$ cat config.mk
export PLATFORM = sky130hd
export DESIGN_NAME = travel_distance_priority_queue
export DESIGN_NICKNAME = d
export VERILOG_FILES = /design/src/sv/tdpq_pkg.sv /design/src/sv/tdpq_ctrl.sv /design/src/sv/tdpq_datapath.sv /design/src/sv/travel_distance_priority_queue.sv
export SDC_FILE = /design/constraint.sdc
export NUM_CORES = 2
export LEC_CHECK = 0
export ABC_AREA = 1
export BUFFER_PORTS_ARGS = -buffer_cell sky130_fd_sc_hd__buf_2
export CAP_MARGIN = 30
export CORE_ASPECT_RATIO = 0.8
export CORE_MARGIN = 4
export CORE_UTILIZATION = 41
export CTS_CLUSTER_SIZE = 30
export DETAILED_ROUTE_END_ITERATION = 16
export GPL_TIMING_DRIVEN = 0
export HOLD_SLACK_MARGIN = 0.06
export PLACE_DENSITY = 0.67
export SETUP_SLACK_MARGIN = 0.1
export SLEW_MARGIN = 20
export SYNTH_ARGS = -nofsm -noshare
export SYNTH_HDL_FRONTEND = slang
export SYNTH_SLANG_ARGS = --single-unit
$ cat constraint.sdc
create_clock -name clk -period 5.43 [get_ports clk]
set_clock_uncertainty 0.15 [all_clocks]
set_input_delay 0.2715 -clock clk [delete_from_list [all_inputs] [get_ports clk]]
set_output_delay 0.2715 -clock clk [all_outputs]
set_load 0.02 [all_outputs]
$ cat src/sv/tdpq_pkg.sv
`default_nettype none

package tdpq_pkg;

  localparam int TAG_W   = 8;
  localparam int FLOOR_W = 7;
  localparam int DIST_W  = 7;
  localparam int OCC_W   = 6;

  localparam int IN_TDATA_W  = 24;
  localparam int OUT_TDATA_W = 32;
  localparam int OUT_TUSER_W = 2;

  localparam logic OP_INSERT = 1'b0;
  localparam logic OP_POP    = 1'b1;

  typedef enum logic [1:0] {
    ST_IDLE,
    ST_EXEC,
    ST_DONE
  } state_t;

  typedef struct packed {
    logic [DIST_W-1:0]  travel_dist;
    logic [TAG_W-1:0]   tag;
    logic [FLOOR_W-1:0] start_floor;
    logic [FLOOR_W-1:0] end_floor;
  } entry_t;

  typedef struct packed {
    logic load;
    logic exec;
  } cmd_t;

endpackage

`default_nettype wire

$ cat src/sv/tdpq_ctrl.sv
`default_nettype none

module tdpq_ctrl (
  input  wire logic        clk,
  input  wire logic        rst_n,
  input  wire logic        in_tvalid,
  output logic             in_tready,
  output logic             out_tvalid,
  input  wire logic        out_tready,
  output tdpq_pkg::cmd_t   cmd
);

  tdpq_pkg::state_t state_r;
  tdpq_pkg::state_t state_nxt;

  always_ff @(posedge clk) begin
    if (!rst_n) begin
      state_r <= tdpq_pkg::ST_IDLE;
    end else begin
      state_r <= state_nxt;
    end
  end

  always_comb begin
    state_nxt  = state_r;
    in_tready  = 1'b0;
    out_tvalid = 1'b0;
    cmd        = '0;
    case (state_r)
      tdpq_pkg::ST_IDLE: begin
        in_tready = 1'b1;
        if (in_tvalid) begin
          cmd.load  = 1'b1;
          state_nxt = tdpq_pkg::ST_EXEC;
        end
      end
      tdpq_pkg::ST_EXEC: begin
        cmd.exec  = 1'b1;
        state_nxt = tdpq_pkg::ST_DONE;
      end
      tdpq_pkg::ST_DONE: begin
        out_tvalid = 1'b1;
        if (out_tready) begin
          state_nxt = tdpq_pkg::ST_IDLE;
        end
      end
      default: begin
        state_nxt = tdpq_pkg::ST_IDLE;
      end
    endcase
  end

endmodule

`default_nettype wire

$ cat src/sv/tdpq_datapath.sv
`default_nettype none

module tdpq_datapath #(
  parameter int QUEUE_DEPTH = 32
) (
  input  wire logic                                clk,
  input  wire logic                                rst_n,
  input  wire tdpq_pkg::cmd_t                      cmd,
  input  wire logic [tdpq_pkg::IN_TDATA_W-1:0]     in_tdata,
  input  wire logic                                in_tuser,
  output logic [tdpq_pkg::OUT_TDATA_W-1:0]         out_tdata,
  output logic [tdpq_pkg::OUT_TUSER_W-1:0]         out_tuser
);

  localparam int CNT_W = $clog2(QUEUE_DEPTH + 1);

  logic                            op_r;
  logic [tdpq_pkg::TAG_W-1:0]      tag_r;
  logic [tdpq_pkg::FLOOR_W-1:0]    sf_r;
  logic [tdpq_pkg::FLOOR_W-1:0]    ef_r;

  tdpq_pkg::entry_t                entries_r [QUEUE_DEPTH];
  logic [CNT_W-1:0]                count_r;
  logic [CNT_W-1:0]                count_nxt;

  logic [tdpq_pkg::OUT_TDATA_W-1:0] tdata_r;
  logic [tdpq_pkg::OUT_TDATA_W-1:0] tdata_nxt;
  logic [tdpq_pkg::OUT_TUSER_W-1:0] tuser_r;
  logic [tdpq_pkg::OUT_TUSER_W-1:0] tuser_nxt;

  logic [tdpq_pkg::DIST_W-1:0]     new_dist;
  tdpq_pkg::entry_t                new_entry;
  logic                            full;
  logic                            empty;
  logic                            do_insert;
  logic                            do_pop;
  logic [QUEUE_DEPTH-1:0]          ins_here;

  // input word register
  always_ff @(posedge clk) begin
    if (cmd.load) begin
      op_r  <= in_tuser;
      tag_r <= in_tdata[7:0];
      sf_r  <= in_tdata[14:8];
      ef_r  <= in_tdata[21:15];
    end
  end

  assign new_dist = (sf_r >= ef_r) ? (sf_r - ef_r) : (ef_r - sf_r);

  always_comb begin
    new_entry.travel_dist = new_dist;
    new_entry.tag         = tag_r;
    new_entry.start_floor = sf_r;
    new_entry.end_floor   = ef_r;
  end

  assign full      = (count_r == CNT_W'(QUEUE_DEPTH));
  assign empty     = (count_r == '0);
  assign do_insert = cmd.exec && (op_r == tdpq_pkg::OP_INSERT) && !full;
  assign do_pop    = cmd.exec && (op_r == tdpq_pkg::OP_POP) && !empty;

  // compare-and-shift cell row
  for (genvar i = 0; i < QUEUE_DEPTH; i++) begin : g_cell
    assign ins_here[i] = (CNT_W'(i) >= count_r) || (new_dist > entries_r[i].travel_dist);

    if (i == 0) begin : g_head
      always_ff @(posedge clk) begin
        if (do_insert && ins_here[0]) begin
          entries_r[0] <= new_entry;
        end else if (do_pop && (QUEUE_DEPTH > 1)) begin
          entries_r[0] <= entries_r[1];
        end
      end
    end else if (i == QUEUE_DEPTH - 1) begin : g_tail
      always_ff @(posedge clk) begin
        if (do_insert) begin
          if (ins_here[i-1]) begin
            entries_r[i] <= entries_r[i-1];
          end else if (ins_here[i]) begin
            entries_r[i] <= new_entry;
          end
        end
      end
    end else begin : g_mid
      always_ff @(posedge clk) begin
        if (do_insert) begin
          if (ins_here[i-1]) begin
            entries_r[i] <= entries_r[i-1];
          end else if (ins_here[i]) begin
            entries_r[i] <= new_entry;
          end
        end else if (do_pop) begin
          entries_r[i] <= entries_r[i+1];
        end
      end
    end
  end

  always_comb begin
    count_nxt = count_r;
    tdata_nxt = tdata_r;
    tuser_nxt = tuser_r;
    if (cmd.exec) begin
      tuser_nxt = '0;
      if (do_insert) begin
        count_nxt = count_r + CNT_W'(1);
      end else if (do_pop) begin
        count_nxt = count_r - CNT_W'(1);
      end
      if (op_r == tdpq_pkg::OP_INSERT) begin
        tuser_nxt[1] = full;
        tdata_nxt    = {4'b0, tdpq_pkg::OCC_W'(count_nxt), 22'b0};
      end else if (!empty) begin
        tuser_nxt[0] = 1'b1;
        tdata_nxt    = {4'b0, tdpq_pkg::OCC_W'(count_nxt), entries_r[0].end_floor,
                        entries_r[0].start_floor, entries_r[0].tag};
      end else begin
        tdata_nxt    = {4'b0, tdpq_pkg::OCC_W'(count_nxt), 22'b0};
      end
    end
  end

  always_ff @(posedge clk) begin
    if (!rst_n) begin
      count_r <= '0;
    end else begin
      count_r <= count_nxt;
    end
  end

  always_ff @(posedge clk) begin
    tdata_r <= tdata_nxt;
    tuser_r <= tuser_nxt;
  end

  assign out_tdata = tdata_r;
  assign out_tuser = tuser_r;

  a_count_bound: assert property (@(posedge clk) disable iff (!rst_n)
    count_r <= CNT_W'(QUEUE_DEPTH))
    else $error("entry count above depth");

  a_count_hold: assert property (@(posedge clk) disable iff (!rst_n)
    !cmd.exec |=> $stable(count_r))
    else $error("entry count moved outside execute");

  a_drop_full: assert property (@(posedge clk) disable iff (!rst_n)
    cmd.exec && (op_r == tdpq_pkg::OP_INSERT) && full |=> tuser_r[1] && $stable(count_r))
    else $error("full insert not dropped");

  a_pop_dec: assert property (@(posedge clk) disable iff (!rst_n)
    do_pop |=> (count_r == $past(count_r) - CNT_W'(1)) && tuser_r[0])
    else $error("pop did not remove head");

  a_sorted: assert property (@(posedge clk) disable iff (!rst_n)
    (count_r >= CNT_W'(2)) |-> (entries_r[0].travel_dist >= entries_r[1].travel_dist))
    else $error("head entry out of order");

endmodule

`default_nettype wire

$ cat src/sv/travel_distance_priority_queue.sv
// bounded priority queue of ride requests, ordered by travel distance
// |start_floor - end_floor| with the longest ride first and equal distances
// kept in arrival order. tuser on the input selects insert (0) or pop (1).
// every word yields exactly one result word: a pop returns the head entry
// with result_valid set, an empty pop returns zeros, an insert into a full
// queue is dropped with dropped_full set; occupancy is the count after the
// operation, low 6 bits. one word is handled at a time: one state takes the
// word, one in which every cell of the QUEUE_DEPTH-entry compare-and-shift
// row compares against the new distance and shifts in parallel, and one
// presents the result and holds it through any output stall.
// no clearing pass is needed after reset.
`default_nettype none

module travel_distance_priority_queue #(
  parameter int QUEUE_DEPTH = 32
) (
  input  wire logic        clk,
  input  wire logic        rst_n,
  input  wire logic        in_tvalid,
  output logic             in_tready,
  input  wire logic [23:0] in_tdata,   // request_tag, start_floor, end_floor, 2'b0
  input  wire logic        in_tuser,   // opcode
  output logic             out_tvalid,
  input  wire logic        out_tready,
  output logic [31:0]      out_tdata,  // out_tag, out_start_floor, out_end_floor, occupancy, 4'b0
  output logic [1:0]       out_tuser   // result_valid, dropped_full
);

  tdpq_pkg::cmd_t cmd;

  tdpq_ctrl u_ctrl (
    .clk        (clk),
    .rst_n      (rst_n),
    .in_tvalid  (in_tvalid),
    .in_tready  (in_tready),
    .out_tvalid (out_tvalid),
    .out_tready (out_tready),
    .cmd        (cmd)
  );

  tdpq_datapath #(
    .QUEUE_DEPTH (QUEUE_DEPTH)
  ) u_datapath (
    .clk       (clk),
    .rst_n     (rst_n),
    .cmd       (cmd),
    .in_tdata  (in_tdata),
    .in_tuser  (in_tuser),
    .out_tdata (out_tdata),
    .out_tuser (out_tuser)
  );

endmodule

`default_nettype wire

## After elaboration in Yosys (flattened, before gate mapping)

Memories as Yosys holds them, arrays and structs flattened.
Index checks and enable logic that the tools add are counted.

| operators by class | value |
|---|---|
| $add $sub $neg | 4 |
| order comparisons | 65 |
| eq/ne operators | 5 |
| muxes and demuxes | 268 |
| bitwise gates (word level) | 63 |
| reduce and logical (&&, ||, !) cells | 43 |

Operator list:

| operator | number |
|---|---|
| $mux 29 | 62 |
| $gt 7x7->1 | 32 |
| $mux 1 | 200 |
| $ge 5x6->1 const A | 16 |
| $or 1x1->1 | 62 |
| $ge 4x6->1 const A | 8 |
| $logic_or 1x1->1 | 32 |
| $ge 3x6->1 const A | 4 |
| $sub 7x7->7 | 2 |
| $ge 1x6->1 const A | 2 |
| $ge 2x6->1 const A | 2 |
| $mux 6 | 2 |
| $ge 7x7->1 | 1 |
| $mux 7 | 1 |
| $add 6x1->6 const B | 1 |
| $eq 6x6->1 const B | 1 |
| $logic_not 6->1 | 1 |
| $pmux 2 s3 | 1 |
| $sub 6x1->6 const B | 1 |
| $logic_and 1x1->1 | 5 |
| $mux 2 | 2 |
| $ne 2x2->1 const B | 2 |
| $eq 2x1->1 const B | 1 |
| $eq 2x2->1 const B | 1 |
| other kinds (5) | 6 |

| storage, ports and cells | value |
|---|---|
| bits in registers | 65 |
| memory bits (writable) | 928 |
| input bits | 29 |
| output and inout bits | 36 |
| logic and storage cells | 460 |
| memories kept | 1 |

Memories:

| memory | depth | width | rd ports | clocked after Yosys merged registers in | write ports | RTL line | RTL |
|---|---|---|---|---|---|---|---|
| u_datapath.entries_r | 32 | 29 | 32 | 0 | 32 | tdpq_datapath.sv:22 | `tdpq_pkg::entry_t entries_r [QUEUE_DEPTH];` |

## Logic depth before layout (Yosys ltp)

| depth | value |
|---|---|
| depth in word-level cells | 10 |
| mapped depth | 27 |
| mapped depth without buffers | 25 |

## Hierarchy

Synthesis repeated with hierarchy kept, for this count alone.

| unflattened totals | value |
|---|---|
| cells, all modules | 8,192 |
| area, all modules | 62,860.3 µm² |

By module, submodules not included:

| module | times used | cells each | area each (µm²) | seq. area each (µm²) |
|---|---|---|---|---|
| tdpq_datapath | 1 | 8,176 | 62,755.2 | 29,578.4 |
| tdpq_ctrl | 1 | 16 | 105.1 | 40.0 |

## Worst setup path after synthesis

Ideal clock, no wire load.

| timing | value |
|---|---|
| path type | reg-to-reg |
| start | reg u_datapath.ef_r[0] in the netlist's numbering |
| end | mem u_datapath.entries_r[0][29] in the netlist's numbering (enable) |
| library setup time | 0.534 ns |
| arrival | 4.833 ns |
| data required time | 4.746 ns |
| slack | -0.087 ns |
| stages on the path, launching flop included | 23 |
| cell sequence | edfxtp_1 inv_1 clkbuf_1 ha_1 inv_1 nor2_1 nand2_1 nand3b_1 nor2_2 nand3_1 nand2_1 buf_2 inv_1 ha_1 nand2_1 inv_1 a21oi_1 nand2_1 nand2_1 nand2_1 nand3_1 buf_2 nand3_1 |

RTL lines:

| item | RTL line | RTL |
|---|---|---|
| start: declaration | tdpq_datapath.sv:20 | `logic [tdpq_pkg::FLOOR_W-1:0] ef_r;` |
| start signal: assignment | tdpq_datapath.sv:45 | `ef_r <= in_tdata[21:15];` |
| end: declaration | tdpq_datapath.sv:22 |  |

==> out/metrics.yaml <==
pre_cts_ws_ns: -1.34
synth_top_area_cell: "edfxtp_1"
dp_hpwl_um: 187000
clockBufferDepth: 3
ant_nets: 0
final.setup.worst_slack_ns: 0.139
vdd_ir_drop_max_uv: 241
dieArea_um2: 159000
rows: 128
report.final.slew_viol_count: 0
clkTransAtPathRegs_ns: 0.06
hold_viol: 0
synthTopCellsByArea: "edfxtp_1 (47%), nand2_1 (20%), nand3_1 (7.6%)"
vias_per_cell: 5.85
yosys_warnings: 0
regArea_um2: 29600
gp_congestion: 0.975
required_ns: 5.90
cts_root_buf: "clkbuf_16"
avgSynthCellArea_um2: 7.65
portBuffers: 58
initial_core_util_pct: 41.2
nets: 8736
async_flop_share_pct: 0
reg2regPathDepth: 25
synthDistinctLibCells: 35
netlist_area_um2: 62700
grt_pass1_wl_um: 360000
fillerInstances: 14969
dr.pass1.iters: 12
yosys_most_used_dff: "edfxtp_1"
pin_count: 65
crit_path_max_fanout: 19
fin_tns_setup_ns: 0
post-route-period-util_pct: 97.4
die_h_um: 358
cts.sinks: 989
wl_per_cell_um: 23.9
hp-class: "primary input to flip-flop"
die_w_um: 445
endpoint_kind: "flip-flop"
slew_headroom_pct: 12.3
crit_path_start_kind: "flip-flop"
antenna_found_initial: 1
worst_pin_slew_ns: 1.30
syn_inst: 8195
overflow: 0
grt_max_degree: 34
rsz0062_at_grt: "true"
setup_violations: 0
path_class: "flip-flop to flip-flop"
yosysTopAreaCellShare_pct: 47.0
vias: 61790
drt-initial-drc-count: 10475
p_leak_nw: 33.9
fin_crit_ns: 5.29
syn2layout_area_growth_pct: 13.7
drc_errors: 0
cts_tree: "yes"
core_area_um2: 152000
status: "finished, final reports clean"
track_usage_pct: 30.4
seq_area_frac_synth_pct: 47.2
worstSkewPairLatency_ns: 0.76
cp.arrival_ns: 5.76
htree_num_levels: 3
drive_gt1_share_pct: 9.55
wl_um: 253000
synth_edf_count: 981
grt_pass1_vias: 55698
ys_ff_latch: 989
cts_inserted_buffers: 108
whs_path_depth: 2
holdWs_ns: 0.105
power_density_nw_per_um2: 307
max_cap_violations: 0
multi_input_area_um2: 27400
fmax_mhz: 189
[worst max-delay path, cell delays in order, from the launching register on]
cell	delay, ns
edfxtp_1	0.50
inv_1	0.33
clkbuf_2	0.59
ha_1	0.32
nor2_1	0.05
nand2_1	0.10
nand3_1	0.12
nand2_1	0.08
nand2_1	0.04
nand3_1	0.11
nand2_2	0.10
buf_6	0.18
inv_6	0.20
buf_12	0.23
ha_1	0.27
nand2_1	0.09
inv_1	0.04
a21oi_1	0.17
nand2_1	0.11
a21oi_2	0.41
nand3_1	0.16
clkbuf_4	0.25
buf_4	0.19
nand2_1	0.08
nand3_1	0.13
nand2_1	0.10
[synth_stat cells (32+ instances only)]
| cell | number |
|---|---|
| nand3_1 | 952 |
| edfxtp_1 | 981 |
| nor2_1 | 97 |
| buf_4 | 32 |
| ha_1 | 241 |
| inv_1 | 1063 |
| buf_2 | 256 |
| nand2_1 | 3266 |
| nand4_1 | 702 |
| o21ai_1 | 53 |
| a21oi_1 | 105 |
| o21ai_0 | 48 |
| clkbuf_1 | 281 |
[cell usage in the layout (no fill, tap or decap), types with 5 or more instances in the layout]
cell type	synthesis	final
nor2_2	12	25
nand3_1	952	920
nand2_4	0	16
inv_2	19	22
nor2_1	97	77
nand2_2	7	29
o21a_1	24	24
nand2_1	3266	3228
a21oi_4	0	7
inv_1	1063	1048
dlygate4sd3_1	0	28
buf_6	1	26
clkbuf_1	281	231
clkinvlp_4	0	12
clkinv_1	0	26
ha_1	241	240
buf_4	32	53
a21oi_1	105	84
o21ai_0	48	46
clkbuf_2	0	57
buf_2	256	291
clkbuf_8	0	7
clkinv_2	0	18
buf_8	0	8
nand4_1	702	702
nor2_4	1	8
nand3_4	0	42
nand3_2	1	7
buf_12	0	7
xor2_1	6	6
dfxtp_1	8	8
o21ai_1	53	54
inv_4	0	5
edfxtp_1	981	981
buf_1	21	20
clkbuf_16	0	109
bufinv_16	0	8
clkbuf_4	0	19
a21oi_2	3	17
[cell type report]
type,count,area share (%)
diodes,3,0.0105
plain buffers,590,4.09
clock buffers,130,3.98
clock inverters,68,0.818
inverters,1082,5.76
multi-input cells,5553,38.5
flip-flops and latches,989,41.6
well taps,2015,3.54
repair buffers,140,1.74
[repair_timing]
item	CTS	global route
endpoints found under the hold margin	45	0
cloned	12	5
pin swaps	14	12
setup endpoints to repair	1827	1735
hold buffers	28	0
resized for setup	117	169
setup buffers	3	16
[power by group]
group / internal [mW] / switching [mW]
combinational: 1.34 / 3.52
clock: 4.09 / 3.34
sequential: 9.21 / 0.405
total: 14.6 / 7.26
[per-layer routing]
| metal | track usage (%) | wire length (um) | up-vias |
|---|---|---|---|
| li1 | - | - | 27601 |
| met1 | 43.9 | 103000 | 29065 |
| met2 | 40.6 | 96000 | 4472 |
| met3 | 11.1 | 41300 | 650 |
| met4 | 12.7 | 12800 | 2 |
| met5 | 0 | 15 | - |
[metrics by stage]
step / total power [mW] / util, % / area, um^2 / std cells
3_5_place_dp: 14.2 / 43.5 / 66200 / 10301
6_report: 21.9 / 46.8 / 71300 / 10570
4_1_cts: 21.6 / 46.4 / 70600 / 10542
5_1_grt: 22.6 / 46.8 / 71300 / 10567
2_1_floorplan: 12.3 / - / 62700 / 8198
3_3_place_gp: 13.9 / 43.1 / 65500 / 10271
[cell families (layout without fill, tap and decap cells)]
group,count (synthesis),after routing,share of synthesized area [%]
AO/OA/AOI/OAI,238,238,2.04
other,1,7,0.00598
adder cells (fa/ha/maj),243,243,4.87
XOR/XNOR,7,7,0.0978
buffers and inverters,1673,2010,10.7
AND/OR/NAND/NOR,5044,5061,35.0
flip-flops,989,989,47.2
[worst paths after layout]
check	startpoint	endpoint	slack (ns)
max reg2reg	u_datapath.sf_r[3]	u_datapath.entries_r[5][45]	0.14
min	in_tdata[2]	u_datapath.tag_r[2]	0.10
max	u_datapath.sf_r[3]	u_datapath.entries_r[5][45]	0.14
min reg2reg	u_datapath.entries_r[15][38]	u_datapath.entries_r[15][9]	0.37
[sequential cells by signal, summed over array words and instances (netlist names)]
register / cells
u_datapath.tag_r: 8
u_datapath.out_tdata: 28
u_datapath.entries_r: 928
u_ctrl.state_r: 2
u_datapath.out_tuser: 2
u_datapath.ef_r: 7
u_datapath.sf_r: 7
u_datapath.op_r: 1
u_datapath.count_r: 6
Note: power is estimated with default switching activity, not from simulation.
